**config.mk**
```make
export PLATFORM = sky130hd
export DESIGN_NAME = lfu_cache_table_unit
export DESIGN_NICKNAME = d
export VERILOG_FILES = /design/src/lfu_pkg.sv /design/src/lfu_mem.sv /design/src/lfu_cache_table_unit.sv
export SDC_FILE = /design/constraint.sdc
export NUM_CORES = 2
export LEC_CHECK = 0
export BUFFER_PORTS_ARGS = -buffer_cell sky130_fd_sc_hd__buf_2
export CAP_MARGIN = 20
export CORE_ASPECT_RATIO = 1.1
export CORE_UTILIZATION = 62
export DETAILED_ROUTE_END_ITERATION = 8
export PLACE_DENSITY_LB_ADDON = 0.12
export RECOVER_POWER = 100
export SYNTH_ARGS = -nofsm -noshare
export SYNTH_HDL_FRONTEND = slang
export SYNTH_SLANG_ARGS = --single-unit
```
**constraint.sdc**
```tcl
create_clock -name clk -period 10.8 [get_ports clk]
set_clock_uncertainty 0.1 [all_clocks]
set_input_delay 1.62 -clock clk [delete_from_list [all_inputs] [get_ports clk]]
set_output_delay 1.62 -clock clk [all_outputs]
set_load 0.005 [all_outputs]
```
**src/lfu_pkg.sv**
```systemverilog
`timescale 1ns / 1ps
package lfu_pkg;
  localparam int DEF_ENTRIES    = 16;
  localparam int DEF_COUNT_BITS = 16;
  localparam int KEY_BITS       = 32;
  localparam int VAL_BITS       = 32;
  localparam int CAP_BITS       = 5;
  localparam logic [CAP_BITS-1:0] CAP_RESET = 5'd16;
  localparam logic CMD_GET = 1'b0;
  localparam logic CMD_PUT = 1'b1;
endpackage

```
**src/lfu_mem.sv**
```systemverilog
`timescale 1ns / 1ps
module lfu_mem import lfu_pkg::*; #(
  parameter int W     = 32,
  parameter int DEPTH = 16,
  parameter int AW    = (DEPTH > 1) ? $clog2(DEPTH) : 1
) (
  input  logic          clk,
  input  logic          we,
  input  logic [AW-1:0] waddr,
  input  logic [W-1:0]  wdata,
  input  logic [AW-1:0] raddr,
  output logic [W-1:0]  rdata
);
  logic [W-1:0] mem [DEPTH];
  always_ff @(posedge clk) begin
    if (we) mem[waddr] <= wdata;
    rdata <= mem[raddr];
  end
endmodule

```
**src/lfu_cache_table_unit.sv**
```systemverilog
`timescale 1ns / 1ps
// channel | dir | tdata/data fields (low bit up)
// s_axis  | in  | lookup_key[31:0] write_value[63:32]; tuser = cmd
// m_axis  | out | read_value[31:0] evicted_key[63:32]; tuser = hit, evicted
// cfg     | in  | capacity[4:0]
// an item is handled by sweeps of the slot memory (one read port, one write
// port): the key/victim scan, then for hits and stored puts the rank update
// sweep(s) and the write of the slot
// reset clears valid bits, fill level and capacity (to 16), no clearing pass
// a result waits in the output register; the next word is taken only after
// it has left, so m_axis_tready stalls the whole block
module lfu_cache_table_unit import lfu_pkg::*; #(
  parameter int ENTRIES    = DEF_ENTRIES,
  parameter int COUNT_BITS = DEF_COUNT_BITS
) (
  input  logic                clk,
  input  logic                rst,
  input  logic                s_axis_tvalid,
  output logic                s_axis_tready,
  input  logic [63:0]         s_axis_tdata,   // lookup_key, write_value
  input  logic                s_axis_tuser,   // cmd
  output logic                m_axis_tvalid,
  input  logic                m_axis_tready,
  output logic [63:0]         m_axis_tdata,   // read_value, evicted_key
  output logic [1:0]          m_axis_tuser,   // hit, evicted
  input  logic                cfg_valid,
  output logic                cfg_ready,
  input  logic [CAP_BITS-1:0] cfg_data        // capacity
);
  localparam int AW = (ENTRIES > 1) ? $clog2(ENTRIES) : 1;
  localparam int FW = $clog2(ENTRIES + 1);
  localparam int RW = AW;
  localparam int MW = KEY_BITS + VAL_BITS + COUNT_BITS + RW;
  localparam logic [COUNT_BITS-1:0] CMAX = '1;

  localparam logic [2:0] S_IDLE = 3'd0, S_SCAN = 3'd1, S_DEC = 3'd2,
                         S_UPD = 3'd3, S_WR = 3'd4, S_OUT = 3'd5;

  logic [2:0] state;
  logic [CAP_BITS-1:0] capacity;
  logic [ENTRIES-1:0] valid;
  logic [FW-1:0] fill;
  logic cmd;
  logic [KEY_BITS-1:0] key;
  logic [VAL_BITS-1:0] val;
  // sweep counters: issue address and returning address
  logic [AW:0] ra;
  logic [AW:0] da;
  logic        dv;
  // scan results
  logic found;
  logic [AW-1:0] fslot;
  logic [RW-1:0] frank;
  logic [COUNT_BITS-1:0] fcnt;
  logic [VAL_BITS-1:0] fval;
  logic vfound;
  logic [AW-1:0] vslot;
  logic [COUNT_BITS-1:0] vcnt;
  logic [RW-1:0] vrank;
  logic [KEY_BITS-1:0] vkey;
  logic efound;
  logic [AW-1:0] eslot;
  // sweep mode for rank update
  logic [1:0] mode; // 0 touch, 1 evict-decrement, 2 insert-increment
  logic [RW-1:0] pivot;
  // outputs
  logic o_hit, o_ev;
  logic [VAL_BITS-1:0] o_val;
  logic [KEY_BITS-1:0] o_key;

  logic we;
  logic [AW-1:0] waddr, raddr;
  logic [MW-1:0] wdata, rdata;

  lfu_mem #(.W(MW), .DEPTH(ENTRIES), .AW(AW)) u_mem (
    .clk(clk), .we(we), .waddr(waddr), .wdata(wdata),
    .raddr(raddr), .rdata(rdata)
  );

  logic [KEY_BITS-1:0] r_key;
  logic [VAL_BITS-1:0] r_val;
  logic [COUNT_BITS-1:0] r_cnt;
  logic [RW-1:0] r_rank;
  assign {r_key, r_val, r_cnt, r_rank} = rdata;

  logic [CAP_BITS-1:0] cap_eff;
  assign cap_eff = (int'(capacity) > ENTRIES) ? CAP_BITS'(ENTRIES) : capacity;

  logic sweep_last;
  assign sweep_last = dv && (da[AW-1:0] == AW'(ENTRIES - 1));
  logic dvalid;
  assign dvalid = dv && valid[da[AW-1:0]];

  assign s_axis_tready = (state == S_IDLE);
  assign cfg_ready     = (state == S_IDLE);
  assign m_axis_tvalid = (state == S_OUT);
  assign m_axis_tdata  = {o_key, o_val};
  assign m_axis_tuser  = {o_ev, o_hit};
  assign raddr = ra[AW-1:0];

  // rank update: write back entry at da with adjusted rank; in S_WR, write the slot itself
  always_comb begin
    we = 1'b0;
    waddr = da[AW-1:0];
    wdata = rdata;
    if (state == S_UPD && dvalid) begin
      unique case (mode)
        2'd0: if (r_rank < pivot) begin
          we = 1'b1; wdata = {r_key, r_val, r_cnt, r_rank + RW'(1)};
        end
        2'd1: if (r_rank > pivot) begin
          we = 1'b1; wdata = {r_key, r_val, r_cnt, r_rank - RW'(1)};
        end
        default: begin
          we = 1'b1; wdata = {r_key, r_val, r_cnt, r_rank + RW'(1)};
        end
      endcase
    end else if (state == S_WR) begin
      we = 1'b1;
      if (found) begin
        waddr = fslot;
        wdata = {key, (cmd == CMD_PUT) ? val : fval,
                 (fcnt == CMAX) ? fcnt : fcnt + COUNT_BITS'(1), RW'(0)};
      end else begin
        waddr = eslot;
        wdata = {key, val, COUNT_BITS'(1), RW'(0)};
      end
    end
  end

  always_ff @(posedge clk) begin
    if (rst) begin
      state <= S_IDLE;
      capacity <= CAP_RESET;
      valid <= '0;
      fill <= '0;
      dv <= 1'b0;
    end else begin
      unique case (state)
        S_IDLE: begin
          if (cfg_valid) capacity <= cfg_data;
          if (s_axis_tvalid) begin
            cmd <= s_axis_tuser;
            key <= s_axis_tdata[KEY_BITS-1:0];
            val <= s_axis_tdata[63:32];
            found <= 1'b0; vfound <= 1'b0; efound <= 1'b0;
            o_hit <= 1'b0; o_ev <= 1'b0; o_val <= '1; o_key <= '0;
            ra <= '0; dv <= 1'b0;
            state <= S_SCAN;
          end
        end
        S_SCAN: begin
          // dv drops by itself once ra has reached ENTRIES
          if (ra != (AW+1)'(ENTRIES)) ra <= ra + 1'b1;
          dv <= (ra != (AW+1)'(ENTRIES));
          da <= ra;
          if (dvalid) begin
            if (!found && r_key == key) begin
              found <= 1'b1; fslot <= da[AW-1:0]; frank <= r_rank;
              fcnt <= r_cnt; fval <= r_val;
            end
            if (!vfound || r_cnt < vcnt || (r_cnt == vcnt && r_rank > vrank)) begin
              vfound <= 1'b1; vslot <= da[AW-1:0]; vcnt <= r_cnt;
              vrank <= r_rank; vkey <= r_key;
            end
          end else if (dv && !efound) begin
            efound <= 1'b1; eslot <= da[AW-1:0];
          end
          if (sweep_last) begin
            ra <= '0;
            if (cmd == CMD_PUT && cap_eff == '0) begin
              // storing disabled: put reports a plain miss
              state <= S_OUT;
            end else if (found || (!dvalid ? 1'b0 : r_key == key)) begin
              // hit: touch sweep then write
              o_hit <= 1'b1;
              if (cmd == CMD_GET)
                o_val <= found ? fval : r_val;
              mode <= 2'd0;
              pivot <= found ? frank : r_rank;
              state <= S_UPD;
            end else if (cmd == CMD_GET) begin
              state <= S_OUT;
            end else if (fill >= FW'(cap_eff)) begin
              state <= S_DEC;
            end else begin
              mode <= 2'd2;
              state <= S_UPD;
            end
          end
        end
        S_DEC: begin
          // evict victim, then decrement ranks above it
          o_ev <= 1'b1; o_key <= vkey;
          valid[vslot] <= 1'b0;
          fill <= fill - 1'b1;
          efound <= 1'b1; eslot <= vslot;
          mode <= 2'd1; pivot <= vrank;
          state <= S_UPD;
        end
        S_UPD: begin
          if (ra != (AW+1)'(ENTRIES)) ra <= ra + 1'b1;
          dv <= (ra != (AW+1)'(ENTRIES));
          da <= ra;
          if (sweep_last) begin
            ra <= '0;
            if (mode == 2'd1) mode <= 2'd2;
            else state <= S_WR;
          end
        end
        S_WR: begin
          if (!found) begin
            valid[eslot] <= 1'b1;
            fill <= fill + 1'b1;
          end
          state <= S_OUT;
        end
        S_OUT: if (m_axis_tready) state <= S_IDLE;
        default: state <= S_IDLE;
      endcase
    end
  end
endmodule

```
Word level (Yosys, flattened, before mapping)
Memory sizes are Yosys's and may differ from the RTL's. A register that Yosys moved wholly into a read port is not among the register bits.
Index checks and enable logic that the tools add are counted.
Storage, ports and cells
  bits in registers: 295
  bits in writable memories: 1344
  bits of input ports: 75
  output and inout bits: 69
  logic and storage cells: 208
  memories kept: 1
Cells by class
  add/subtract/negate cells: 6
  order comparisons: 11
  eq/ne operators: 29
  multiplexer cells: 85
  bitwise gates (word level): 4
  reduce and logical (&&, ||, !) cells: 44
Memory list
  u_mem.mem: depth 16, width 84, read ports 1, clocked after Yosys merged registers in 1, wr ports 1, RTL line lfu_mem.sv:14  | logic [W-1:0] mem [DEPTH];
Operators by type and width (number)
  $mux W32: 8
  $mux W84: 2
  $pmux W32 S2: 2
  $mux W52: 1
  $mux W4: 11
  $eq A32 B32 Y1: 1
  $mux W16: 2
  $pmux W16 S2: 1
  $ne A2 B2 Y1 const B: 13
  $mux W5: 5
  $reduce_and A5 Y1: 5
  $mux W3: 8
  $pmux W4 S2: 3
  $mux W1: 21
  $pmux W5 S2: 2
  $pmux W3 S6: 1
  $add A16 B1 Y16 const B: 1
  $and A16 B16 Y16: 1
  $eq A16 B16 Y1: 1
  $eq A16 B16 Y1 const B: 1
  $lt A16 B16 Y1: 1
  $not A16 Y16: 1
  $or A16 B16 Y16: 1
  $reduce_and A4 Y1: 4
  40 further kinds: 82

Longest topological paths before layout
  word-level depth: 9
  gate-level depth with buffers: 12

Hierarchy
Synthesis repeated with hierarchy kept, for this count alone.
Unflattened totals
  cells, all modules: 3325
  area total of the unflattened synthesis: 65861.9 sq um
By module, submodules not included
  lfu_mem: times used 1, cells each 2154, area each 52052.4 sq um
  lfu_cache_table_unit: times used 1, cells each 1171, area each 13809.5 sq um

Least setup slack after synthesis
OpenSTA, ideal clock, no wires.
  path type: input to register
  start point: in rst
  end point: reg fcnt[0] (enable)
  setup time: 0.608 ns
  data arrival time: 7.232 ns
  required time: 10.092 ns
  setup slack: 2.860 ns
  cell stages on the path: 2
  path buffers: 1
  path through: clkbuf_1 > nor4_1
Between the ends
  cells in the longest elaborated chain, start to end: 2
RTL lines
  start, declared: RTL line lfu_cache_table_unit.sv:17  | input logic rst,
  $not A1 Y1 (no line)
  $reduce_and A4 Y1 (no line)
  end signal, assigned: RTL line lfu_cache_table_unit.sv:160  | fcnt <= r_cnt; fval <= r_val;
  end, declared: RTL line lfu_cache_table_unit.sv:54  | logic [COUNT_BITS-1:0] fcnt;
No other way between the ends.
A chain may end at the register's enable or synchronous reset.

Worst setup path after layout
  start point: reg found
  end point: reg o_val[29] (enable)
Between the ends
  cells in the longest elaborated chain, start to end: 3
RTL lines
  start, declared: RTL line lfu_cache_table_unit.sv:51  | logic found;
  start signal, assigned: RTL line lfu_cache_table_unit.sv:146  | found <= 1'b0; vfound <= 1'b0; efound <= 1'b0;
  start signal, assigned: RTL line lfu_cache_table_unit.sv:159  | found <= 1'b1; fslot <= da[AW-1:0]; frank <= r_rank;
  $logic_or A1 B1 Y1: RTL line lfu_cache_table_unit.sv:174  | end else if (found || (!dvalid ? 1'b0 : r_key == key)) begin
  $ne A2 B2 Y1 (no line)
  $reduce_and A7 Y1 (no line)
  end signal, assigned: RTL line lfu_cache_table_unit.sv:178  | o_val <= found ? fval : r_val;
  end, declared: RTL line lfu_cache_table_unit.sv:68  | logic [VAL_BITS-1:0] o_val;
No other way between the ends.

==> impl_results.md <==
- Outcome: finished, violations left
- Failing checks: max-capacitance violations, max-slew violations
- Mean Syn Cell Area: 21.10 um2
- H-tree levels: 4
- DR pass1 iterations: 6
- Post-synthesis simple-gate area fraction: 0.03069
- Metal-1 WL: 57380 um
- Sequential fraction of the synthesis area: 0.7695
- Area share of the largest cell type after synthesis: 0.7347
- Fin Setup TNS: 0 ns
- Cell with the most instances after synthesis: edfxtp_1
- First-pass GRT wire length: 212400 um
- Post-DP HPWL: 77870 um
- Row count: 124
- Die width: 312.5 um
- Worst rel slew slack: -3.941
- Skew-Pair Late Insertion Delay: 0.77 ns
- Met3 WL: 12090 um
- Largest net degree at the start of global routing: 161
- CP Max Fanout: 44
- Post-Synth XOR/XNOR Area: 0.006260
- Final global-route overflow total: 0
- RSZ-0062 raised after global routing: no
- Yosys reg bits: 1723
- Starting density of the core: 0.6289
- Routed WL per cell: 29.29 um
- WP data required: 11.03 ns
- Register Area: 50600 um2
- 1st-iter DRT viols: 3447
- Max-capacitance violation count: 34
- Critical path capture point type: flop
- Vias: 31690
- Final-stage net count: 3492
- Reg2reg setup slack: 3.06 ns
- RePlAce Congestion: 0.8258
- All-layer global routing usage: 0.2736
- Power Dens Cells: 211.5 nW/um2
- Tcrit/Tclk final: 0.7169
- Clk network pwr share: 0.372
- Share of layout cells above drive strength 1: 0.2239
- Largest family of logic cells by synthesized area: multiplexers
- Setup Crit Path Kind: flop to flop
- PortBufs: 143
- Antenna Nets Post-Route: 0
- Vias in the first global route: 32660
- Hold Buf Count CTS: 0
- Via density per instance: 6.456
- Synth unique cells: 65
- Final min period: 7.742 ns
- Initial antenna violation count: 10
- Mux cell area share after synthesis: 0.1584
- Setup Buffers After CTS: 0
- CTS tree: done
- Hold_ws: 0.3651 ns
- Total number of yosys warnings: 0
- Worst Setup Start Kind: flop
- Endpoints failing hold: 0
- Hold path endpoint: fval[6]
- Area Growth Syn to Fin: 11.77%
- FF-to-FF End: o_val[29]
- Multi-input gate area: 14430 um2
- Fmax: 129.2 MHz
- R2R depth: 5
- Commonest cells in the netlist: edfxtp_1 (1609), mux4_2 (420), nand2_1 (188)
- Io pins: 144
- HP Start: u_mem.rdata[26]
- Hold path cells: 0
- EDFF count, synth: 1609
- DRC Markers: 0
- CP Data Arrival Time: 7.97 ns
- Final WL: 143700 um
- Post-Syn Instances: 3117
- Cell Area, Synth: 65760 um2
- Top cells by area, synth: edfxtp_1 (73%), mux4_2 (14%), dfxtp_1 (3.5%)
- Switching power: 3.630 mW
- Synth Area in Adders: 0.007344
- Core Region: 104600 um2
- Final setup vio count: 0
- Clock sinks: 1723
- Top layer in use: met5
- Clk root buf: clkbuf_16
- Switching part of the total: 0.2335
- Die Ht: 343.6 um
- Net Count, Synth: 3230
- CTS clk-pin slew, worst paths: 0.06 ns
- R2R Path Start: found
- Die area: 107400 um2
- Post-synthesis compound-gate area fraction: 0.01623
- Met2 Wirelength: 70130 um
- Area leader, netlist: edfxtp_1
- Internal: 11.91 mW
- Reg power frac: 0.517
- Synth Flop Type: edfxtp_1
- Hold crit path type: flop to flop
- Fill count: 6327
- Ys async rst share: 0
- Worst-margin pin slew: 7.411 ns
- Post-cts repair resize count: 0
- Leakage power total: 23.71 nW
- Max clock buf depth: 3
- Peak VDD IR: 0.1667 mV
- Pins Over Slew Limit: 1293
- Combinational Power Share: 0.111
- TritonCTS buffer count: 164
[registers in the layout (all words and copies together), names as in the netlist, 5 cells and up]
name         cells
u_mem.mem     1344
u_mem.rdata     84
fval            32
key             32
o_key           32
o_val           32
val             32
vkey            32
fcnt            16
valid           16
vcnt            16
capacity         5
fill             5
ra               5
[final cells by class]
type,count,area share
diodes,2,0.00006809
repair buffers,246,0.01593
well taps,1386,0.02359
multi-input cells,1209,0.1963
clock buffers,216,0.06132
flip-flops and latches,1723,0.6884
inverters,35,0.001787
clock inverters,91,0.01263
[cell usage in the layout (no fill, tap or decap), drive strengths merged, types with 36 or more instances in the layout]
cell type and count:
a21oi 75, and2 37, buf 106, clkbuf 356, clkinv 60, dfxtp 114, edfxtp 1609, ha 37
inv 44, mux2i 89, mux4 420, nand2 188, nor2 102, o21ai 36, xor2 39
[worst max-delay path, cell delays in order (launching register included)]
cell	delay, ns
edfxtp_1	0.62
clkbuf_1	2.85
inv_1	1.04
and2_0	0.55
a21oi_4	0.19
clkbuf_1	1.83
[kinds of logic (layout without fill, tap and decap cells)]
group,after synthesis,in the layout
buffers and inverters,185,588
muxes,515,515
AOI/OAI and AO/OA,174,174
and+or+nand+nor,435,435
other,0,2
DFF,1723,1723
xor gates and xnor gates,47,47
adders and majority gates,38,38
[routing by layer]
metal | vias up | track usage
met1 | 16640 | 0.3855
met5 | - | 0
li1 | 13290 | -
met4 | 6 | 0.09146
met2 | 1499 | 0.4319
met3 | 248 | 0.06239
[worst max-delay path by stage]
| stage | from | to | slack (ns) | depth (start not counted) |
|---|---|---|---|---|
| 3_5_place_dp | da[1] | u_mem.mem[7][68] | 5.97 | 8 |
| 2_1_floorplan | rst | fcnt[0] | 2.86 | 2 |
| 5_1_grt | found | o_val[29] | 2.87 | 5 |
| 3_3_place_gp | da[1] | u_mem.mem[7][70] | 6.09 | 8 |
| 4_1_cts | da[1] | u_mem.mem[7][81] | 5.92 | 8 |
| 6_report | found | o_val[29] | 3.06 | 5 |
[per-stage QoR]
step	setup WS, ns	area (um2)	power (mW)	std cells	utilization
2_1_floorplan	2.860	65760	9.244	3117	-
3_5_place_dp	5.967	68390	9.874	4569	0.6540
6_report	3.058	73500	15.54	4908	0.7029
4_1_cts	5.919	73820	15.59	4876	0.7060
5_1_grt	2.869	73500	16.01	4908	0.7029
3_3_place_gp	6.093	68310	9.780	4561	0.6533
[power groups by stage]
| stage | clock (mW) | sequential (mW) | combinational, mW |
|---|---|---|---|
| floorplan | 0 | 8.10 | 1.14 |
| global placement | 0 | 8.17 | 1.61 |
| global route | 6.09 | 8.06 | 1.87 |
| CTS | 5.84 | 8.04 | 1.71 |
| finish | 5.78 | 8.04 | 1.73 |
| detailed placement | 0 | 8.17 | 1.70 |
(Power assumes the default switching activity.)
